**src/rtl/nbr_pkg.sv**
```systemverilog
// ----------------------------------------------------------------------------
// nbr_pkg
// Shared types and constants of the NAL bit reader with Exp-Golomb decoding.
// ----------------------------------------------------------------------------
package nbr_pkg;

	localparam int BUFFER_BYTES_DEF = 4096;
	localparam logic [7:0] EPB_BYTE = 8'h03;
	localparam logic [7:0] ZERO_BYTE = 8'h00;
	localparam int MAX_BITS = 32;

	localparam logic [3:0] CMD_LOAD      = 4'd0;
	localparam logic [3:0] CMD_CLEAR     = 4'd1;
	localparam logic [3:0] CMD_REWIND    = 4'd2;
	localparam logic [3:0] CMD_READBITS  = 4'd3;
	localparam logic [3:0] CMD_UE        = 4'd4;
	localparam logic [3:0] CMD_SE        = 4'd5;
	localparam logic [3:0] CMD_SKIPBITS  = 4'd6;
	localparam logic [3:0] CMD_SKIPBYTES = 4'd7;
	localparam logic [3:0] CMD_SEEK      = 4'd8;
	localparam logic [3:0] CMD_ALIGN     = 4'd9;

	localparam logic [1:0] ST_OK       = 2'd0;
	localparam logic [1:0] ST_FULL     = 2'd1;
	localparam logic [1:0] ST_BADCOUNT = 2'd2;
	localparam logic [1:0] ST_PREFIX   = 2'd3;

	typedef enum logic [3:0] {
		OP_NONE,
		OP_LATCH,
		OP_EXEC,
		OP_FETCH,
		OP_BIT,
		OP_ESC_A,
		OP_ESC_B,
		OP_ESC_C,
		OP_ESC_D,
		OP_SKB_STEP,
		OP_SKB_END,
		OP_FINISH
	} dp_op_t;

	typedef struct packed {
		logic go_read;
		logic go_skip;
		logic p_lt2;
		logic loop_done;
		logic too_long;
		logic cnt_zero;
		logic wrap;
	} dp_status_t;

endpackage

```
**src/rtl/nbr_controller.sv**
```systemverilog
// ----------------------------------------------------------------------------
// nbr_controller
// Sequencer for command execution, bit reads and escape byte checks.
// ----------------------------------------------------------------------------
module nbr_controller (
	input  logic                clk,
	input  logic                arst_n,
	input  logic                in_valid,
	output logic                in_ready,
	output logic                out_valid,
	input  logic                out_ready,
	input  nbr_pkg::dp_status_t st,
	output nbr_pkg::dp_op_t     op
);
	import nbr_pkg::*;

	typedef enum logic [3:0] {
		S_IDLE, S_EXEC, S_LOOP, S_BIT, S_ESC_A, S_ESC_B, S_ESC_C, S_ESC_D,
		S_SKB, S_FIN, S_DONE
	} state_t;

	state_t state_q;
	state_t ret_q;

	always_comb begin
		case (state_q)
			S_IDLE:  op = in_valid ? OP_LATCH : OP_NONE;
			S_EXEC:  op = OP_EXEC;
			S_LOOP:  op = (st.too_long || st.loop_done) ? OP_NONE : OP_FETCH;
			S_BIT:   op = OP_BIT;
			S_ESC_A: op = OP_ESC_A;
			S_ESC_B: op = OP_ESC_B;
			S_ESC_C: op = OP_ESC_C;
			S_ESC_D: op = OP_ESC_D;
			S_SKB:   op = st.cnt_zero ? OP_SKB_END : OP_SKB_STEP;
			S_FIN:   op = OP_FINISH;
			default: op = OP_NONE;
		endcase
	end

	assign in_ready  = state_q == S_IDLE;
	assign out_valid = state_q == S_DONE;

	always_ff @(posedge clk or negedge arst_n) begin
		if (!arst_n) begin
			state_q <= S_IDLE;
			ret_q   <= S_LOOP;
		end else begin
			case (state_q)
				S_IDLE: if (in_valid) state_q <= S_EXEC;
				S_EXEC: begin
					if (st.go_read) begin
						state_q <= S_LOOP;
					end else if (st.go_skip) begin
						ret_q   <= S_SKB;
						state_q <= S_ESC_A;
					end else begin
						state_q <= S_DONE;
					end
				end
				S_LOOP: begin
					if (st.too_long || st.loop_done) state_q <= S_FIN;
					else state_q <= S_BIT;
				end
				S_BIT: begin
					if (st.wrap) begin
						ret_q   <= S_LOOP;
						state_q <= S_ESC_A;
					end else begin
						state_q <= S_LOOP;
					end
				end
				S_ESC_A: state_q <= st.p_lt2 ? ret_q : S_ESC_B;
				S_ESC_B: state_q <= S_ESC_C;
				S_ESC_C: state_q <= S_ESC_D;
				S_ESC_D: state_q <= ret_q;
				S_SKB: begin
					if (st.cnt_zero) begin
						state_q <= S_LOOP;
					end else begin
						ret_q   <= S_SKB;
						state_q <= S_ESC_A;
					end
				end
				S_FIN:  state_q <= S_DONE;
				S_DONE: if (out_ready) state_q <= S_IDLE;
				default: state_q <= S_IDLE;
			endcase
		end
	end

endmodule
```
**config.mk**
```make
export PLATFORM = sky130hd
export DESIGN_NAME = nbr_controller
export DESIGN_NICKNAME = d
export VERILOG_FILES = /design/src/rtl/nbr_pkg.sv /design/src/rtl/nbr_controller.sv
export SDC_FILE = /design/constraint.sdc
export NUM_CORES = 1
export LEC_CHECK = 0
export ABC_AREA = 1
export BUFFER_PORTS_ARGS = -buffer_cell sky130_fd_sc_hd__buf_2
export CORE_AREA = 2 2 39 41
export CTS_BUF_LIST = sky130_fd_sc_hd__clkbuf_4 sky130_fd_sc_hd__clkbuf_8 sky130_fd_sc_hd__clkbuf_16
export DETAILED_ROUTE_END_ITERATION = 12
export DIE_AREA = 0 0 41 43
export PLACE_DENSITY = 0.75
export SYNTH_ARGS = -nofsm -noshare
export SYNTH_HDL_FRONTEND = slang
export SYNTH_SLANG_ARGS = --single-unit
```
**constraint.sdc**
```tcl
create_clock -name clk -period 1.9 [get_ports clk]
set_input_delay 0.095 -clock clk [delete_from_list [all_inputs] [get_ports clk]]
set_output_delay 0.095 -clock clk [all_outputs]
set_load 0.005 [all_outputs]
```
After elaboration in Yosys (flattened, before gate mapping)
Cells that the tools add are included.
{"block": "totals", "wordCells": 41, "out_inout_bits": 6, "reg_bits": 8, "input_bits": 11}
{"block": "classes", "eq_ne": 16, "muxes": 18, "reduce_logical": 5}
{"operator": "case mux 4 bit (11 select lines)", "n": 1}
{"operator": "2-to-1 mux 4 bit", "n": 10}
{"operator": "case mux 4 bit (10 select lines)", "n": 1}
{"operator": "equality test 4 x 3 -> 1 bit, second input constant", "n": 4}
{"operator": "equality test 4 bit, second input constant", "n": 3}
{"operator": "case mux 4 bit (3 select lines)", "n": 1}
{"operator": "!= test 2 bit, second input constant", "n": 5}
{"operator": "equality test 4 x 2 -> 1 bit, second input constant", "n": 2}
{"operator": "2-to-1 mux 3 bit", "n": 2}
{"operator": "AND reduction 5 bit", "n": 1}
{"operator": "equality test 4 x 1 -> 1 bit, second input constant", "n": 1}
{"operator": "logical NOT 4 bit", "n": 1}
{"operator": "2-to-1 mux 2 bit", "n": 2}
{"operator": "nonzero test 3 bit", "n": 1}
{"operator": "!= test 2 x 1 -> 1 bit, second input constant", "n": 1}
{"operator": "AND reduction 2 bit", "n": 1}
{"operator": "logical OR 1 bit", "n": 1}
{"operator": "2-to-1 mux 1 bit", "n": 1}

Depth between registers and ports, before layout
Gate-level depths: netlist of the first run.
{"block": "logic_depth", "word_depth": 3, "mapped_depth": 8, "depth_no_buf": 8}

Least setup slack after synthesis of the first run
Ideal clock, no wire load.
{"block": "synth_timing", "path_type": "register -> register", "from": "reg state_q[0]", "to": "reg ret_q[3]", "synth_period_minus_slack_ps": 1137, "path_stages_with_launch": 7, "setup_ps": 116, "t_arrival_ps": 1021, "path_slack_ps": 763, "n_path_buf": 0, "t_required_ps": 1784, "cell_sequence": "dfrtp_1 > nor2_1 > nand3_2 > o21ai_2 > nand2_1 > nand2_1 > nand2_1"}
{"block": "synth_via", "elab_chain_len": 3, "elab_cells_between_ends": 10, "classes_between": "7 x eq/ne; 1 x mux; 2 x reduce/logical"}
{"element": "start: declaration", "line_no": "nbr_controller.sv:22", "rtl": "state_t state_q;"}
{"element": "start signal: assignment", "line_no": "nbr_controller.sv:73", "rtl": "S_ESC_A: state_q <= st.p_lt2 ? ret_q : S_ESC_B;"}
{"element": "start signal: assignment", "line_no": "nbr_controller.sv:76", "rtl": "S_ESC_D: state_q <= ret_q;"}
{"element": "equality test 4 x 1 -> 1 bit, or another cell as far along", "line_no": "nbr_controller.sv:49", "rtl": "case (state_q)"}
{"element": "!= test 2 bit (no line) / nonzero test 3 bit (equally long branches)"}
{"element": "AND reduction 5 bit (no line)"}
{"element": "end signal: assignment", "line_no": "nbr_controller.sv:47", "rtl": "ret_q <= S_LOOP;"}
{"element": "end signal: assignment", "line_no": "nbr_controller.sv:55", "rtl": "ret_q <= S_SKB;"}
{"element": "end signal: assignment", "line_no": "nbr_controller.sv:67", "rtl": "ret_q <= S_LOOP;"}
{"element": "end: declaration", "line_no": "nbr_controller.sv:23", "rtl": "state_t ret_q;"}
Parallel ways exist; a longest one is shown, timed or not.
A chain may end at the register's enable or synchronous reset.

Worst setup path after layout of the first run
{"block": "layout_timing", "from": "reg state_q[2]", "to": "out op[1]"}
{"block": "layout_via", "elab_chain_len": 2, "elab_cells_between_ends": 11, "classes_between": "9 x eq/ne; 1 x mux; 1 x reduce/logical"}
{"element": "equality test 4 bit, or another cell as far along", "line_no": "nbr_controller.sv:26", "rtl": "case (state_q)"}
{"element": "case mux 4 bit (10 select lines) *", "line_no": "nbr_controller.sv:26"}
{"element": "end: declaration", "line_no": "nbr_controller.sv:13", "rtl": "output nbr_pkg::dp_op_t op"}
Every way passes the cells marked *; elsewhere a longest branch is shown, timed or not.

==> impl_metrics.yaml, run 1 <==
cts:
  post_cts_resized: 0
  cts_setup_buffers: 0
  cts_buffers: 3
  cts-htree-levels: 1
  clkTransAtPathRegs_ns: 0.04
  hold_buffers: 1
  clk_latency_ns: 0.25
  clockBufferDepth: 2
  cts_tree: "yes"
  clock_sinks: 6
  cts_root_buf: "clkbuf_4"
power:
  pwr_density_cell_nw_per_um2: 1440
  p_seq_frac: 0.268
  p_clk_frac: 0.150
  combPwrFrac: 0.582
  total_power_uw: 970
  p_leak_uw: 0.000381
  p_switching_uw: 473
  swShare: 0.488
  internal-power_uw: 496
  vdd_drop_max_uv: 531
worst_setup_path:
  worstSetupStartpointType: "flop"
  r2r_cells: 6
  worstPathRequired_ns: 1.80
  r2r_slack_ns: 0.63
  r2r_start: "state_q[0]"
  slowest_stage: "dfrtp_1"
  cp_slowest_stage_delay_ns: 0.46
  crit_cells: 5
  crit_chain: "nor2_4 > nand3_1 > nand3_1 > nand3b_1 > buf_2"
  cp_top_family: "simple AND/OR/NAND/NOR gates"
  worstSetupStartpoint: "state_q[2]"
  crit_fanout: 9
  crit_buf_inv: 1
  cp-endpoint: "op[1]"
  r2r_end: "ret_q[3]"
  critPathMostFrequentCell: "nand3_1"
  critPathKind: "flop to output pin"
  critPathCaptureType: "output pin"
  crit_arrival_ns: 1.44
floorplanning:
  dieArea_um2: 1760
  ios: 17
  core_um2: 1380
  dieWidth_um: 41
  initial_core_util: 0.385
  die_y_um: 43
  rows: 14
cells_and_area:
  nets: 118
  stdcell_area_um2: 673
  n_fill_cell: 133
  diodes: 0
  final_core_util: 0.486
  syn_to_final_growth_pct: 26.3
  layout-drive-gt1-share: 0.321
timing:
  finalHoldViolations: 0
  relSlewSlack: 0.783
  worst_slew_pin_slew_ns: 0.324
  clock_skew_ns: 0.0129
  rsz0062_at_grt: "false"
  min_period_ns: 1.54
  fmax_ghz: 0.650
  slew_violations: 0
  hold_slack_ns: 0.124
  min_period_over_period: 0.810
  timing.setup.tns_ns: 0
  setup_violations: 0
hold_path:
  hold_path.class: "primary input to flop"
  min_path_cells: 3
route:
  dr_total_vias: 600
  wl_met3_um: 67
  avgViaCountPerCell: 4.92
  met2WireLength_um: 584
  wl_um: 1270
  m1WireLength_um: 597
  drcViolationCount: 0
  routedWlPerCell_um: 10.4
  first_pass_iters: 4
  drtIter0Drc: 18
  maxUsedRoutingLayer: "met4"
  drtAntennaViolNets: 0
placed_design:
  globalplace.congestion: 0.832
  place_area_um2: 633
  place.detailed.hpwl_um: 1050
  port-buffer-count: 16
synth:
  syn_nets: 96
  synth-main-ff-cell: "dfrtp_1"
  ys_seq_area_frac: 0.284
  synth_edf_count: 0
  yosysWarningCount: 0
  avgSynthCellArea_um2: 6.27
  ys_types: 21
  async_flop_share: 1.00
  synth_seq_cells: 6
  syn_area_um2: 533
  synth_cells: 85
grt:
  grt_pass1_wl_um: 2150
  grt-ovfl-total: 0
  grt_max_degree: 10
  grt_usage: 0.181
  antenna_found_initial: 0
  grt_pass1_vias: 544
run_status:
  outcome: "complete, no violations"
run:
  maxCapViolCount: 0
[through the flow]
stage | worst slack [ns] | instances
after floorplan | 0.763 | 85
after global placement | 0.618 | 117
after detailed placement | 0.624 | 117
after CTS | 0.365 | 122
after global routing | 0.246 | 122
final | 0.360 | 122
[tightest hold or removal path: stages]
cell and delay, ns:
buf_2 0.10, nand3_1 0.10, nand2_1 0.06
[layout make-up]
type / count / area, um^2 / area share
well taps: 16 / 20.0 / 0.0297
clock buffers: 4 / 30.0 / 0.0446
repair buffers: 17 / 90.1 / 0.134
inverters: 13 / 48.8 / 0.0725
multi-input cells: 66 / 333 / 0.494
flip-flops and latches: 6 / 151 / 0.225
[per-layer routing]
metal  global-route usage  vias to the layer above
met5                    0                        -
met4               0.0800                        0
met3               0.0576                        4
met2                0.272                       20
met1                0.226                      259
li1                     -                      317
[power groups by stage]
stage | registers, uW | logic [uW] | clock network (uW)
4_1_cts | 258 | 563 | 147
2_1_floorplan | 249 | 398 | 0
3_3_place_gp | 257 | 559 | 0
6_report | 259 | 565 | 146
3_5_place_dp | 260 | 560 | 0
5_1_grt | 270 | 641 | 159
[worst min-delay path by stage]
| stage | start | endpoint | slack [ns] |
|---|---|---|---|
| finish | st[0] | ret_q[1] | 0.12 |
| global route | st[0] | ret_q[1] | 0.13 |
| CTS | st[0] | ret_q[1] | 0.13 |
| detailed placement | arst_n | state_q[3] | -0.08 |
| global placement | arst_n | state_q[2] | -0.08 |
| floorplan | arst_n | ret_q[3] | -0.20 |
[cell usage after synthesis, types with 2 or more instances]
library cell	count	area share
nand4_1	2	0.023
nor2_2	2	0.023
nor2_4	2	0.042
nor2_1	12	0.085
nand3b_1	2	0.028
o21ai_0	3	0.028
nand3_1	10	0.094
inv_1	9	0.063
inv_2	3	0.021
nand2_1	24	0.17
o21ai_2	2	0.033
dfrtp_1	5	0.23
[cell families after synthesis]
family | after synthesis | synth area share
AND/OR/NAND/NOR | 58 | 0.526
buffers and inverters | 13 | 0.0915
AO/OA/AOI/OAI | 8 | 0.0986
flip-flops | 6 | 0.284
[flip-flops by register name, summed over array words and instances, names as in the netlist]
signal,count
ret_q,2
state_q,4
[placed cells by master, fill, tap and decap left out, types with 2 or more instances in the layout]
cell / Yosys / final
nand2_1: 24 / 24
buf_2: 0 / 16
nor2_1: 12 / 12
nand3_1: 10 / 10
inv_1: 9 / 9
dfrtp_1: 5 / 5
clkbuf_4: 0 / 4
inv_2: 3 / 3
o21ai_0: 3 / 3
nor2_4: 2 / 2
nor2_2: 2 / 2
nand3b_1: 2 / 2
nand4_1: 2 / 2
o21ai_2: 2 / 2
Power figures use the tool's default switching activity.
==> run 2, diff against run 1 <==
PLACE_DENSITY = 0.78   (was 0.75)
clock period = 1.3 ns   (was 1.9 ns; I/O delays follow)
==> impl_metrics.yaml, run 2 (synthesis gave the netlist of run 1 again) <==
worst_setup_path:
  crit_fanout: 6
  worstSetupStartpoint: "state_q[0]"
  critPathKind: "flop to output pin"
  crit_arrival_ns: 1.38
  worstSetupStartpointType: "flop"
  r2r_cells: 6
  r2r_start: "state_q[2]"
  r2r_end: "state_q[0]"
  worstPathRequired_ns: 1.24
  r2r_slack_ns: 0.03
  critPathCaptureType: "output pin"
route:
  dr_total_vias: 678
  wl_um: 1600
  first_pass_iters: 4
  routedWlPerCell_um: 12.1
  avgViaCountPerCell: 5.14
  drcViolationCount: 0
  drtAntennaViolNets: 0
  drtIter0Drc: 14
cts:
  clk_latency_ns: 0.25
  clock_sinks: 6
  cts_buffers: 3
  clockBufferDepth: 2
  clkTransAtPathRegs_ns: 0.06
  cts_root_buf: "clkbuf_4"
  cts_tree: "yes"
  cts-htree-levels: 1
floorplanning:
  dieArea_um2: 1760
  core_um2: 1380
  dieWidth_um: 41
  ios: 17
  die_y_um: 43
  initial_core_util: 0.385
  rows: 14
timing:
  clock_skew_ns: 0.0150
  fmax_ghz: 0.691
  slew_violations: 0
  relSlewSlack: 0.824
  rsz0062_at_grt: "true"
  worst_slack_ns: -0.148
  worst_slew_pin_slew_ns: 0.262
  min_period_ns: 1.45
  finalHoldViolations: 0
  min_period_over_period: 1.11
  setup_violations: 5
power:
  pwr_density_cell_nw_per_um2: 2190
  vdd_drop_max_uv: 845
  total_power_uw: 1780
  p_leak_uw: 0.000451
grt:
  grt_pass1_vias: 656
  grt_pass1_wl_um: 2550
  grt_usage: 0.205
  antenna_found_initial: 0
  grt-ovfl-total: 0
  grt_max_degree: 7
run_status:
  violations: "setup timing"
  outcome: "finished with violations"
cells_and_area:
  instances_no_fill: 132
  top_regs: "state_q: 4 flops, ret_q: 2 flops"
  regMostFlops: "state_q"
  final_cell_mix: "nand2_1 (20), buf_2 (16), nor2_1 (9), buf_4 (8)"
  largest_reg_flops: 4
  layout-drive-gt1-share: 0.543
  syn_to_final_growth_pct: 53.1
  diodes: 0
  nets: 128
  layout_commonest_cell: "nand2_1"
  n_fill_cell: 123
hold_path:
  min_from: "st[0]"
  min_to: "ret_q[1]"
  hold_path.class: "primary input to flop"
  min_path_cells: 3
placed_design:
  port-buffer-count: 16
  globalplace.congestion: 0.870
  place.detailed.hpwl_um: 1080
  place_ws_ns: -0.0254
  place_inst: 117
run:
  maxCapViolCount: 0
[run 2: cell count changes in the layout (fill, tap and decap cells not counted), sizes merged]
cell,change
buf,+10
clkinv,-1
inv,+1
[run 2: power breakdown]
part / switching [uW] / leakage, uW / total [uW] / internal (uW)
clock: 72.6 / 0.0000184 / 210 / 137
combinational: 642 / 0.000365 / 1150 / 503
sequential: 146 / 0.0000678 / 430 / 284
[run 2: through the flow]
| stage | util | setup TNS [ns] | instance area (um^2) | hold WS (ns) |
|---|---|---|---|---|
| after detailed placement | 0.458 | -0.0254 | 633 | -0.110 |
| final | 0.590 | -0.483 | 816 | 0.0900 |
| after global placement | 0.458 | 0 | 633 | -0.110 |
| after global routing | 0.590 | -0.785 | 816 | 0.0960 |
| after CTS | 0.566 | -0.281 | 783 | 0.0861 |
| after floorplan | - | 0 | 533 | -0.231 |
[run 2: timing repair]
| item | in CTS | in global routing |
|---|---|---|
| pin swaps | 6 | 7 |
| endpoints found under the setup margin | 7 | 10 |
| hold endpoints to repair | 6 | 0 |
| hold buffers | 1 | 0 |
| gates resized for setup | 17 | 9 |
| buffers inserted | 8 | 2 |
| gates cloned | 0 | 0 |
[run 2: critical path, stage by stage, from the launching register on]
cell,delay [ns]
dfrtp_2,0.48
nor2_4,0.20
nand3_2,0.12
nand2_1,0.10
nor2_2,0.04
nand4_1,0.07
buf_2,0.12
[run 2: how the worst max path moves through the flow]
stage | endpoint | slack, ns | cells after the start
after floorplan | ret_q[3] | 0.16 | 6
after global placement | ret_q[3] | 0.01 | 6
after detailed placement | ret_q[3] | -0.03 | 6
after CTS | op[1] | -0.08 | 6
after global routing | op[0] | -0.17 | 7
final | op[0] | -0.15 | 6
[run 2: routing by layer]
metal / vias to the layer above / wire length, um / GRT usage
met3: 4 / 76 / 0.0524
met2: 20 / 802 / 0.353
met5: - / 0 / 0
met1: 314 / 686 / 0.234
li1: 340 / - / -
met4: 0 / 36 / 0.0600
[run 2: cell type report]
| class | count | area (um^2) | area share |
|---|---|---|---|
| multi-input combinational | 66 | 385 | 0.472 |
| inverter | 13 | 51.3 | 0.0629 |
| tap | 16 | 20.0 | 0.0245 |
| timing repair buffer | 27 | 173 | 0.212 |
| sequential | 6 | 156 | 0.192 |
| clock buffer | 4 | 30.0 | 0.0368 |
